[src/hw/rtl/nnt_pkg.sv]
package nnt_pkg;

    localparam int MAX_NODES   = 32;
    localparam int NODE_BITS   = $clog2(MAX_NODES);
    localparam int COUNT_BITS  = 6;
    localparam int WEIGHT_BITS = 16;
    localparam int TOTAL_BITS  = 22;
    localparam int ADDR_BITS   = 2 * NODE_BITS;
    localparam int MEM_DEPTH   = MAX_NODES * MAX_NODES;

    localparam logic OP_LOAD  = 1'b0;
    localparam logic OP_START = 1'b1;

    // Commands from the controller to the datapath.
    typedef struct packed {
        logic load_wr;
        logic tour_init;
        logic emit_start;
        logic scan_rd;
        logic emit_step;
        logic ret_rd;
        logic emit_ret;
    } cmd_t;

    // Status from the datapath to the controller.
    typedef struct packed {
        logic out_free;
        logic scan_last;
        logic tour_last;
    } stat_t;

    // Running total saturates at its all-ones value.
    function automatic logic [TOTAL_BITS-1:0] sat_add(
        input logic [TOTAL_BITS-1:0]  total,
        input logic [WEIGHT_BITS-1:0] w
    );
        logic [TOTAL_BITS:0] sum;
        sum = {1'b0, total} + {{(TOTAL_BITS + 1 - WEIGHT_BITS){1'b0}}, w};
        return sum[TOTAL_BITS] ? {TOTAL_BITS{1'b1}} : sum[TOTAL_BITS-1:0];
    endfunction

endpackage

[src/hw/rtl/nnt_ctrl.sv]
module nnt_ctrl (
    input  logic          aclk,
    input  logic          aresetn,
    input  logic          s_valid,
    output logic          s_ready,
    input  logic          s_op,
    input  nnt_pkg::stat_t stat,
    output nnt_pkg::cmd_t  cmd
);

    typedef enum logic [6:0] {
        ST_IDLE       = 7'b0000001,
        ST_EMIT_START = 7'b0000010,
        ST_SCAN       = 7'b0000100,
        ST_DRAIN      = 7'b0001000,
        ST_EMIT_STEP  = 7'b0010000,
        ST_RET_READ   = 7'b0100000,
        ST_EMIT_RET   = 7'b1000000
    } state_t;

    state_t state_reg;
    state_t state_next;
    logic   accept;

    assign s_ready = (state_reg == ST_IDLE);
    assign accept  = s_valid && s_ready;

    always_comb begin
        cmd            = '0;
        cmd.load_wr    = accept && (s_op == nnt_pkg::OP_LOAD);
        cmd.tour_init  = accept && (s_op == nnt_pkg::OP_START);
        cmd.emit_start = (state_reg == ST_EMIT_START) && stat.out_free;
        cmd.scan_rd    = (state_reg == ST_SCAN);
        cmd.emit_step  = (state_reg == ST_EMIT_STEP) && stat.out_free;
        cmd.ret_rd     = (state_reg == ST_RET_READ);
        cmd.emit_ret   = (state_reg == ST_EMIT_RET) && stat.out_free;
    end

    always_comb begin
        state_next = state_reg;
        unique case (state_reg)
            ST_IDLE: begin
                if (cmd.tour_init) begin
                    state_next = ST_EMIT_START;
                end
            end
            ST_EMIT_START: begin
                if (stat.out_free) begin
                    state_next = ST_SCAN;
                end
            end
            ST_SCAN: begin
                if (stat.scan_last) begin
                    state_next = ST_DRAIN;
                end
            end
            ST_DRAIN: begin
                state_next = ST_EMIT_STEP;
            end
            ST_EMIT_STEP: begin
                if (stat.out_free) begin
                    state_next = stat.tour_last ? ST_RET_READ : ST_SCAN;
                end
            end
            ST_RET_READ: begin
                state_next = ST_EMIT_RET;
            end
            ST_EMIT_RET: begin
                if (stat.out_free) begin
                    state_next = ST_IDLE;
                end
            end
            default: begin
                state_next = ST_IDLE;
            end
        endcase
    end

    always_ff @(posedge aclk) begin
        if (!aresetn) begin
            state_reg <= ST_IDLE;
        end else begin
            state_reg <= state_next;
        end
    end

endmodule

[config.mk]
export PLATFORM = sky130hd
export DESIGN_NAME = nnt_ctrl
export DESIGN_NICKNAME = d
export VERILOG_FILES = /design/src/hw/rtl/nnt_pkg.sv /design/src/hw/rtl/nnt_ctrl.sv
export SDC_FILE = /design/constraint.sdc
export NUM_CORES = 1
export LEC_CHECK = 0
export CAP_MARGIN = 20
export CORE_AREA = 2 2 39 41
export CTS_CLUSTER_SIZE = 30
export DETAILED_ROUTE_END_ITERATION = 12
export DIE_AREA = 0 0 41 43
export DONT_BUFFER_PORTS = 1
export GPL_ROUTABILITY_DRIVEN = 0
export PLACE_DENSITY = 0.59
export SLEW_MARGIN = 20
export SYNTH_ARGS = -nofsm -noshare
export SYNTH_HDL_FRONTEND = slang
export SYNTH_SLANG_ARGS = --single-unit
[constraint.sdc]
create_clock -name aclk -period 2.6 [get_ports aclk]
set_clock_uncertainty 0.2 [all_clocks]
set_input_delay 0.26 -clock aclk [delete_from_list [all_inputs] [get_ports aclk]]
set_output_delay 0.26 -clock aclk [all_outputs]
set_load 0.03 [all_outputs]
---- Word-level counts from Yosys, hierarchy flattened ----
Cells that the tools add are included.
word-level totals
  register bits ........................... 7
  input bits .............................. 7
  output and inout port bits .............. 8
  logic and storage cells ................. 28
cells by class
  equal/unequal tests ..................... 12
  muxes and demuxes ....................... 7
  bitwise gates (word level) .............. 1
  reductions and logical operators ........ 7
operators with widths
  operator              count
  $pmux W7 S7           1
  $mux W7               5
  $ne A2 B2 Y1 const B  4
  $eq A7 B1 Y1 const B  1
  $eq A7 B2 Y1 const B  1
  $eq A7 B3 Y1 const B  1
  $eq A7 B4 Y1 const B  1
  $eq A7 B5 Y1 const B  1
  $eq A7 B6 Y1 const B  1
  $eq A7 B7 Y1 const B  1
  $logic_and A1 B1 Y1   6
  $mux W6               1
  $reduce_and A5 Y1     1
  $ne A2 B1 Y1 const B  1
  $not A1 Y1            1

---- Longest topological paths before layout ----
Gate-level depths: netlist of the first run.
  word-level depth ........................ 5
  gate-level depth with buffers ........... 5
  depth with buffers taken out ............ 4

---- Worst setup path after synthesis of the first run ----
OpenSTA, ideal clock, no wires.
  path type ............................... register to output
  start point ............................. register state_reg[1]
  end point ............................... output cmd[6] (netlist bit)
  arrival time ............................ 1918 ps
  slack ................................... 222 ps
  stages on the path, launching flop included .. 5
  buffers on the path ..................... 1
  path through ............................ dfxtp_1 buf_6 or3b_1 or3_1 nor3b_1
RTL lines
  what                    line            source
  start, declared         nnt_ctrl.sv:21  state_t state_reg;
  start signal, assigned  nnt_ctrl.sv:83  state_reg <= state_next;
  end, declared           nnt_ctrl.sv:8   output nnt_pkg::cmd_t cmd

==> results.txt, run 1 <==
----------------------------------------------------
[Yosys]
  Mapped Avg Cell Area ... 7.96 um^2
  Async set or reset register ratio after synthesis ... 0%
  Number of instances in the synthesized netlist ... 67
  Yosys warnings ... 0
  Synthesized cell area ... 533 um^2
  Top cells by area, synth ... dfxtp_1, or3_1, nor3_1
  Most common cell in the netlist ... dfxtp_1
  Area leader, netlist ... dfxtp_1
  Synth Register Bits ... 7
  Synth cell count leaders ... dfxtp_1, nand2_1, nor2_1, nor3_1, or3_1
  Area share of the largest cell type after synthesis ... 26.3%
  Number of synthesized flops with an enable pin ... 0
  Post-Syn Nets ... 74
  Main flop type after synthesis ... dfxtp_1
  Share of synthesized area occupied by flip-flops and latches ... 26.3%
  Number of distinct library cells after synthesis ... 38

[Drt]
  Detailed route wirelength on metal3 ... 68 um
  Final wirelength ... 1320 um
  Detailed-router iteration count before antenna repair ... 4
  Number of design-rule violations left by the first detailed-router iteration ... 8
  Number of design rule violations left after detail routing ... 0
  Overall via count from detail_route ... 541
  Number of antenna-violating nets in the routed design ... 0
  Routed length on met1 ... 561 um
  Average routed wire per standard cell ... 14.5 um
  Routed vias/inst ... 5.95
  Highest routing layer actually used ... met4
  Detailed-routed wire length on met2 ... 650 um

[Worst setup path]
  Endpoint of the worst register-to-register path ... state_reg[6]$_SDFFE_PN0P_
  Cells along the critical path ... nor2_1, or4b_1, nor3b_2
  Crit. Startpoint ... state_reg[1]$_SDFFE_PN0P_
  Worst path buffer plus inverter count ... 0
  Last element of the critical path ... cmd[1]
  Arrival time of data at the critical path endpoint ... 1.98 ns
  Worst R2R Setup Slack ... 0.44 ns
  Maximum fanout count along the critical path ... 10
  Library cell contributing the largest single delay on the critical path ... or4b_1
  Critical path depth ... 3
  Crit path capture type ... primary output
  Slowest Stage Delay on Critical Path ... 0.54 ns
  Data required, critical path ... 2.14 ns
  Category of cells accounting for the largest share of critical-path delay ... simple AND/OR/NAND/NOR gates
  Crit path launch type ... flop
  Type of the setup path with the least slack ... reg -> out
  Reg2Reg Launch Point ... state_reg[1]$_SDFFE_PN0P_
  Cell count of the worst reg-to-reg path ... 4

[Clock tree]
  CTS tree ... done
  Number of buffers created by CTS ... 3
  Bufs on Longest Clock Path ... 2
  Clock root cell ... clkbuf_4
  Clock insertion delay at the later pin of the skew report ... 0.25 ns
  Total number of H-tree levels ... 1
  Clk pin slew, worst setup/hold paths ... 0.05 ns
  Number of buffers inserted to repair setup after CTS ... 0
  Number of sinks handled by clock tree synthesis ... 7

[Timing]
  Final hold violation count ... 0
  Period Utilization, post-route ... 93.9%
  Pin slew with the least headroom to its limit ... 0.574 ns
  Setup repair after global routing missed its margin ... no
  Fin Setup TNS ... 0 ns
  Headroom to the max-slew limit ... 61.6%
  Number of slew-limit violations in the final report ... 0
  Top achievable clock speed ... 410 MHz
  Endpoints failing setup ... 0
  Post-route minimum period ... 2.44 ns

[Die]
  Std-Cell Core Area ... 1380 um^2
  Number of top-level pins ... 15
  Die outline area ... 1760 um^2
  Die Wd ... 41 um
  Starting Density ... 38.5%
  Height of the chip ... 43 um
  Number of core rows ... 14

[Global route]
  Largest net degree at the start of global routing ... 14
  Global-route wire length before repair ... 2090 um
  Number of antenna violations at the first check in global routing ... 0
  Leftover overflow at the end of global routing ... 0
  Via count of the first global-routing pass ... 495
  GRT Util Overall ... 17.6%

[Run]
  Max-cap violations ... 0

[Pwr]
  Internal power consumption ... 0.000286 W
  Power density of the placed cells ... 833 nW/um^2
  Fraction of power spent switching nets ... 45.0%
  Reported leakage power ... 0.248 nW
  Logic pwr share ... 49.6%
  Worst IR Drop VDD ... 373 uV
  Net Switching ... 0.000233 W
  Part of the total power dissipated in the clock network ... 19.0%
  Seq pwr share ... 31.4%

[Finish]
  Area growth from synthesis to final layout ... 16.9%
  Non-Filler Instances ... 91
  Largest register FFs ... 7
  Fraction of final layout cells sized beyond drive strength 1 ... 16.0%
  Layout fillers ... 145
  Post-route cell area ... 623 um^2
  Final core area utilization ... 45.0%
  Layout Nets ... 83
  Number of diodes added for antenna fixing ... 0

[Placed design]
  Inst Count DP ... 84
  Number of I/O port buffers ... 0
  Total cell area at the placement stage ... 567 um^2
  Placed wire-length estimate ... 943 um

[Min path]
  Hold Startpoint ... aresetn
  Hold Path Class ... in -> reg

[Status]
  Result of the run ... completed

----------------------------------------------------
-- metrics by stage --
step                power [W]  setup slack [ns]  hold WS, ns
floorplan            0.000384             0.222        0.206
global placement     0.000410             0.449        0.165
detailed placement   0.000413             0.452        0.163
CTS                  0.000519             0.175        0.108
global route         0.000560            0.0683        0.104
finish               0.000519             0.159        0.106
-- repair_timing --
action | CTS | global route
gates resized for setup | 0 | 0
endpoints found under the hold margin | 7 | 0
hold buffers | 3 | 0
setup endpoints to repair | 0 | 0
-- routing by layer --
layer  vias to the layer above  global-route usage, %
met2                        14                   25.9
met4                         0                   11.3
met1                       259                   21.3
met5                         -                      0
met3                         6                   4.71
li1                        262                      -
-- layout make-up --
cell class / count / area, um^2 / area share (%)
Sequential cell: 7 / 140 / 22.5
Tap cell: 16 / 20.0 / 3.21
Timing Repair Buffer: 9 / 75.1 / 12.0
Clock buffer: 4 / 26.3 / 4.22
Inverter: 2 / 7.51 / 1.20
Multi-Input combinational cell: 53 / 354 / 56.8
-- power groups by stage --
stage	clock [W]	combinational, W	sequential (W)
6_report	0.0000985	0.000258	0.000163
5_1_grt	0.000112	0.000282	0.000166
4_1_cts	0.000102	0.000256	0.000160
3_5_place_dp	0	0.000249	0.000163
3_3_place_gp	0	0.000248	0.000162
2_1_floorplan	0	0.000253	0.000131
-- cell usage in the layout (no fill, tap or decap), drive strengths merged, types with 2 or more instances in the layout --
master and instances:
dfxtp 7, buf 6, nor3 5, nor2 4
or3 4, nand2 4, and3 4, clkbuf 4
nand3 3, o21ai 3, dlygate4sd3 3, nor3b 3
nor4 2, inv 2, nor2b 2, xor2 2
-- worst min path at each step --
stage                                     end  cells after the start
global placement    state_reg[0]$_SDFFE_PN1P_                      1
finish              state_reg[5]$_SDFFE_PN0P_                      3
detailed placement  state_reg[0]$_SDFFE_PN1P_                      1
CTS                 state_reg[5]$_SDFFE_PN0P_                      3
floorplan           state_reg[3]$_SDFFE_PN0P_                      1
global route        state_reg[5]$_SDFFE_PN0P_                      3
-- logic make-up (layout without fill, tap and decap cells) --
family                    Yosys count  count (layout)  synth area share (%)
AOI/OAI and AO/OA                  11              11                  14.6
buffers and inverters               7              15                  7.28
and+or+nand+nor                    38              38                  45.1
xor gates and xnor gates            3               3                  4.93
muxes                               1               1                  1.88
DFF                                 7               7                  26.3
-- worst min-delay path: cells and delay by family --
family / cells / cell delay (ns)
and+or+nand+nor: 3 / 0.25
No activity file was read; power rests on OpenSTA's default activity.
==> run 2, diff against run 1 <==
--- a/config.mk
+++ b/config.mk
@@ -6,13 +6,13 @@
 export NUM_CORES = 1
 export LEC_CHECK = 0
 export CAP_MARGIN = 20
-export CORE_AREA = 2 2 39 41
+export CORE_MARGIN = 1.5
+export CORE_UTILIZATION = 30
 export CTS_CLUSTER_SIZE = 30
 export DETAILED_ROUTE_END_ITERATION = 12
-export DIE_AREA = 0 0 41 43
 export DONT_BUFFER_PORTS = 1
 export GPL_ROUTABILITY_DRIVEN = 0
-export PLACE_DENSITY = 0.59
+export PLACE_DENSITY = 0.49
 export SLEW_MARGIN = 20
 export SYNTH_ARGS = -nofsm -noshare
 export SYNTH_HDL_FRONTEND = slang
==> run 2 against run 1 <==
  * Combinational power decreased by 3%
  * Via count shrank 0.74%
  * Fmax is 3.1% higher
  * Core utilization shrank 8.1 points
  * Highest routed layer is now met3
  * Total power down 2.0%
  * First-iteration DRC count grew 13%
  * Critical path depth grew 1
  * Setup slack improved by 0.073 ns
  * Final cell count increased by 1.1%
==> results.txt, run 2 (synthesis gave the netlist of run 1 again) <==
----------------------------------------------------
[Timing]
  Number of slew-limit violations in the final report ... 0
  Pin slew with the least headroom to its limit ... 0.388 ns
  Post-route minimum period ... 2.37 ns
  Final hold violation count ... 0
  Fin Setup TNS ... 0 ns
  Tightest hold margin ... 0.101 ns
  Period Utilization, post-route ... 91.1%
  Setup repair after global routing missed its margin ... no
  Endpoints failing setup ... 0
  Headroom to the max-slew limit ... 73.9%
  Top achievable clock speed ... 422 MHz

[Die]
  Die Wd ... 45.2 um
  Std-Cell Core Area ... 1690 um^2
  Number of core rows ... 15
  Number of top-level pins ... 15
  Height of the chip ... 45.2 um
  Die outline area ... 2040 um^2
  Starting Density ... 31.6%

[Worst setup path]
  Cell count of the worst reg-to-reg path ... 5
  Worst path buffer plus inverter count ... 1
  Category of cells accounting for the largest share of critical-path delay ... simple AND/OR/NAND/NOR gates
  Slowest Stage Delay on Critical Path ... 0.49 ns
  Maximum fanout count along the critical path ... 9
  Type of the setup path with the least slack ... reg -> out
  Data required, critical path ... 2.14 ns
  Crit path launch type ... flop
  Crit path capture type ... primary output
  Arrival time of data at the critical path endpoint ... 1.91 ns
  Critical path depth ... 4
  Library cell contributing the largest single delay on the critical path ... dfxtp_1
  Cells along the critical path ... or3b_1, or3_1, nor3b_1, buf_4

[Drt]
  Average routed wire per standard cell ... 13.6 um
  Detailed-router iteration count before antenna repair ... 4
  Number of antenna-violating nets in the routed design ... 0
  Overall via count from detail_route ... 537
  Final wirelength ... 1250 um
  Number of design rule violations left after detail routing ... 0
  Routed vias/inst ... 5.84
  Number of design-rule violations left by the first detailed-router iteration ... 9

[Clock tree]
  Clock root cell ... clkbuf_4
  # hold bufs at CTS ... 3
  Number of sinks handled by clock tree synthesis ... 7
  Number of buffers created by CTS ... 3
  Clk pin slew, worst setup/hold paths ... 0.05 ns
  CTS tree ... done
  Number of resized instances in the post-cts repair step ... 0
  Number of buffers inserted to repair setup after CTS ... 0
  Total number of H-tree levels ... 1
  Clock insertion delay at the later pin of the skew report ... 0.25 ns
  Bufs on Longest Clock Path ... 2

[Placed design]
  Total cell area at the placement stage ... 568 um^2
  Inst Count DP ... 85
  Number of I/O port buffers ... 0
  Placed wire-length estimate ... 908 um

[Pwr]
  Part of the total power dissipated in the clock network ... 18.6%
  Internal power consumption ... 0.000284 W
  Fraction of power spent switching nets ... 44.1%
  Worst IR Drop VDD ... 403 uV
  Seq pwr share ... 32.4%
  Net Switching ... 0.000224 W
  Power density of the placed cells ... 815 nW/um^2
  Reported leakage power ... 0.249 nW
  Logic pwr share ... 49.0%

[Global route]
  Global-route wire length before repair ... 2040 um
  Largest net degree at the start of global routing ... 14
  Via count of the first global-routing pass ... 464
  Leftover overflow at the end of global routing ... 0
  Number of antenna violations at the first check in global routing ... 0
  GRT Util Overall ... 13.8%

[Run]
  Max-cap violations ... 0

[Finish]
  Largest register FFs ... 7
  Commonest cells after routing, fill and taps aside ... dfxtp_1, buf_4
  Total area of multi-input combinational cells ... 354 um^2
  Post-route cell area ... 624 um^2
  Commonest non-fill, non-tap cell in the layout ... dfxtp_1
  Non-Filler Instances ... 92
  Number of diodes added for antenna fixing ... 0
  Layout Nets ... 83
  Layout fillers ... 188
  Area growth from synthesis to final layout ... 17.1%
  Storage element area ... 140 um^2
  Fraction of final layout cells sized beyond drive strength 1 ... 16.0%

[Status]
  Result of the run ... completed

[Min path]
  Cell count of the worst hold path ... 3
  Hold Path Class ... in -> reg

----------------------------------------------------
==> run 2: cell counts in the layout (fill, tap and decap cells not counted) <==
No cell type changed its count.
==> run 2: final timing paths <==
check | to | from | slack [ns]
hold reg to reg | state_reg[6]$_SDFFE_PN0P_ | state_reg[6]$_SDFFE_PN0P_ | 0.38
setup / recovery | cmd[6] | state_reg[0]$_SDFFE_PN1P_ | 0.23
hold / removal | state_reg[5]$_SDFFE_PN0P_ | aresetn | 0.10
setup reg to reg | state_reg[6]$_SDFFE_PN0P_ | state_reg[1]$_SDFFE_PN0P_ | 0.65
==> run 2: cell type report <==
type	instances	area share, %
multi-input combinational	53	56.7
tap	17	3.41
sequential	7	22.4
timing repair buffer	9	12.0
clock buffer	4	4.21
inverter	2	1.20
==> run 2: per-stage QoR <==
| step | total power [W] | util (%) | setup slack (ns) |
|---|---|---|---|
| after floorplan | 0.000384 | - | 0.222 |
| after global placement | 0.000411 | 33.6 | 0.513 |
| after detailed placement | 0.000409 | 33.6 | 0.498 |
| after CTS | 0.000516 | 37.0 | 0.206 |
| after global routing | 0.000553 | 37.0 | 0.122 |
| final | 0.000509 | 37.0 | 0.232 |
==> run 2: power by group through the flow <==
stage | registers, W | logic (W) | clock network [W]
after floorplan | 0.000131 | 0.000253 | 0
after global placement | 0.000166 | 0.000245 | 0
after CTS | 0.000164 | 0.000251 | 0.000101
after global routing | 0.000168 | 0.000274 | 0.000111
after detailed placement | 0.000166 | 0.000243 | 0
final | 0.000165 | 0.000249 | 0.0000947
==> run 2: routing by layer <==
layer | vias to the layer above | GRT usage (%) | share of wire (%)
met5 | - | 0 | 0
met2 | 17 | 20.6 | 46
li1 | 266 | - | -
met1 | 254 | 17.9 | 49
met4 | 0 | 3.53 | 0
met3 | 0 | 6.40 | 5.5
==> run 2: worst min-delay path, delay by kind of cell <==
family / cells / cell delay, ns
AND/OR/NAND/NOR: 3 / 0.24
==> run 3, diff against run 2 <==
--- a/config.mk
+++ b/config.mk
@@ -5,6 +5,7 @@
 export SDC_FILE = /design/constraint.sdc
 export NUM_CORES = 1
 export LEC_CHECK = 0
+export ABC_CLOCK_PERIOD_IN_PS = 2600
 export CAP_MARGIN = 20
 export CORE_MARGIN = 1.5
 export CORE_UTILIZATION = 30
@@ -12,7 +13,8 @@
 export DETAILED_ROUTE_END_ITERATION = 12
 export DONT_BUFFER_PORTS = 1
 export GPL_ROUTABILITY_DRIVEN = 0
-export PLACE_DENSITY = 0.49
+export PLACE_DENSITY = 0.54
+export SETUP_SLACK_MARGIN = 0.5
 export SLEW_MARGIN = 20
 export SYNTH_ARGS = -nofsm -noshare
 export SYNTH_HDL_FRONTEND = slang
==> run 3 against run 2 <==
  * Setup slack improved by 0.12 ns
  * First-iteration DRC count increased to 2.6 times the previous value
  * Final cell count increased by 8.7%
  * Sequential cell count unchanged
  * Critical path type unchanged
  * Largest cell class unchanged
==> results.txt, run 3 (synthesis gave the netlist of run 1 again) <==
----------------------------------------------------
[Placed design]
  Number of I/O port buffers ... 0
  Placed wire-length estimate ... 948 um
  Total cell area at the placement stage ... 568 um^2
  Worst setup slack before clock tree synthesis ... 0.423 ns

[Finish]
  Commonest cells after routing, fill and taps aside ... buf_4, dfxtp_4, nand2_1
  Largest register FFs ... 7
  Number of diodes added for antenna fixing ... 0
  Total area of multi-input combinational cells ... 419 um^2
  Area growth from synthesis to final layout ... 45.1%
  Post-route cell area ... 773 um^2
  Commonest non-fill, non-tap cell in the layout ... buf_4
  Layout Nets ... 91
  Final core area utilization ... 45.8%
  Fraction of final layout cells sized beyond drive strength 1 ... 44.6%
  Storage element area ... 164 um^2
  Layout fillers ... 176

[Clock tree]
  Clock insertion delay at the later pin of the skew report ... 0.27 ns
  Clk pin slew, worst setup/hold paths ... 0.06 ns
  Bufs on Longest Clock Path ... 2
  Number of buffers created by CTS ... 3
  Clock root cell ... clkbuf_4
  Number of sinks handled by clock tree synthesis ... 7
  Total number of H-tree levels ... 1
  CTS tree ... done

[Pwr]
  Power density of the placed cells ... 799 nW/um^2
  Worst IR Drop VDD ... 295 uV
  Reported leakage power ... 0.306 nW

[Drt]
  Detailed-router iteration count before antenna repair ... 4
  Overall via count from detail_route ... 594
  Final wirelength ... 1460 um
  Number of design-rule violations left by the first detailed-router iteration ... 23
  Number of design rule violations left after detail routing ... 0
  Average routed wire per standard cell ... 14.6 um
  Number of antenna-violating nets in the routed design ... 0
  Routed vias/inst ... 5.94

[Die]
  Std-Cell Core Area ... 1690 um^2
  Die outline area ... 2040 um^2
  Starting Density ... 31.6%
  Die Wd ... 45.2 um
  Number of top-level pins ... 15
  Height of the chip ... 45.2 um
  Number of core rows ... 15

[Timing]
  Headroom to the max-slew limit ... 71.3%
  Final hold violation count ... 0
  Period Utilization, post-route ... 86.3%
  Post-route setup slack ... 0.355 ns
  Top achievable clock speed ... 445 MHz
  Pin slew with the least headroom to its limit ... 0.426 ns
  Fin Setup TNS ... 0 ns
  Setup repair after global routing missed its margin ... yes
  Endpoints failing setup ... 0
  Number of slew-limit violations in the final report ... 0
  Post-route minimum period ... 2.25 ns

[Global route]
  GRT Util Overall ... 16.3%
  Number of antenna violations at the first check in global routing ... 0
  Leftover overflow at the end of global routing ... 0
  Largest net degree at the start of global routing ... 14
  Global-route wire length before repair ... 2260 um
  Via count of the first global-routing pass ... 518

[Min path]
  Hold Startpoint ... aresetn
  Cell count of the worst hold path ... 3
  Worst hold endpoint ... state_reg[5]$_SDFFE_PN0P_
  Hold Path Class ... in -> reg

[Worst setup path]
  Reg2Reg Launch Point ... state_reg[3]$_SDFFE_PN0P_
  Cell count of the worst reg-to-reg path ... 5
  Type of the setup path with the least slack ... reg -> out
  Maximum fanout count along the critical path ... 4
  Worst R2R Setup Slack ... 0.67 ns
  Endpoint of the worst register-to-register path ... state_reg[1]$_SDFFE_PN0P_
  Data required, critical path ... 2.14 ns
  Crit path launch type ... flop
  Crit path capture type ... primary output
  Arrival time of data at the critical path endpoint ... 1.79 ns

[Status]
  Result of the run ... completed

[Run]
  Max-cap violations ... 0

----------------------------------------------------
## run 3: cell count changes in the layout (fill, tap and decap cells not counted), sizes merged
| cell | previous run | this run |
|---|---|---|
| buf | 6 | 14 |
## run 3: metrics by stage
| step | power (W) | hold WS [ns] | cells |
|---|---|---|---|
| 2_1_floorplan | 0.000392 | 0.206 | 67 |
| 3_3_place_gp | 0.000411 | 0.182 | 83 |
| 3_5_place_dp | 0.000409 | 0.162 | 83 |
| 4_1_cts | 0.000611 | 0.0801 | 95 |
| 5_1_grt | 0.000660 | 0.0692 | 100 |
| 6_report | 0.000618 | 0.0781 | 100 |
## run 3: layer usage
layer,vias to the layer above,global-route usage [%],share of wire [%]
met5,-,0,0
met4,0,8.82,1.3
met3,3,12.0,9.5
met2,28,25.1,49
met1,280,15.9,40
li1,283,-,-
## run 3: what timing repair did
action                                  in CTS  in global routing
gates resized for setup                     17                  7
pin swaps                                    5                  4
endpoints found under the hold margin        7                  0
buffers inserted                             5                  5
gates cloned                                 0                  0
endpoints found under the setup margin       6                  7
hold buffers                                 3                  0
## run 3: worst max-delay path by stage
stage / from / end / slack [ns]
6_report: state_reg[2]$_SDFFE_PN0P_ / cmd[6] / 0.35
5_1_grt: state_reg[2]$_SDFFE_PN0P_ / cmd[6] / 0.29
4_1_cts: state_reg[6]$_SDFFE_PN0P_ / cmd[6] / 0.34
3_5_place_dp: state_reg[0]$_SDFFE_PN1P_ / cmd[6] / 0.42
3_3_place_gp: state_reg[0]$_SDFFE_PN1P_ / cmd[6] / 0.45
2_1_floorplan: state_reg[1]$_SDFFE_PN0P_ / cmd[5] / 0.50
## run 3: cell type report
type	instances	area share, %
Clock buffer	4	3.40
Inverter	2	0.971
Multi-Input combinational cell	53	54.2
Sequential cell	7	21.2
Tap cell	17	2.75
Timing Repair Buffer	17	17.5
## run 3: power by group
group | switching [W] | total, W | internal (W)
clock | 0.0000460 | 0.000105 | 0.0000589
sequential | 0.0000141 | 0.000143 | 0.000129
combinational | 0.000206 | 0.000370 | 0.000164
total | 0.000267 | 0.000618 | 0.000352
## run 3: worst max-delay path, stage by stage (launching register included)
cell and delay [ns]:
dfxtp_4 0.35, or3_4 0.39, or3_4 0.41, nor3b_4 0.36
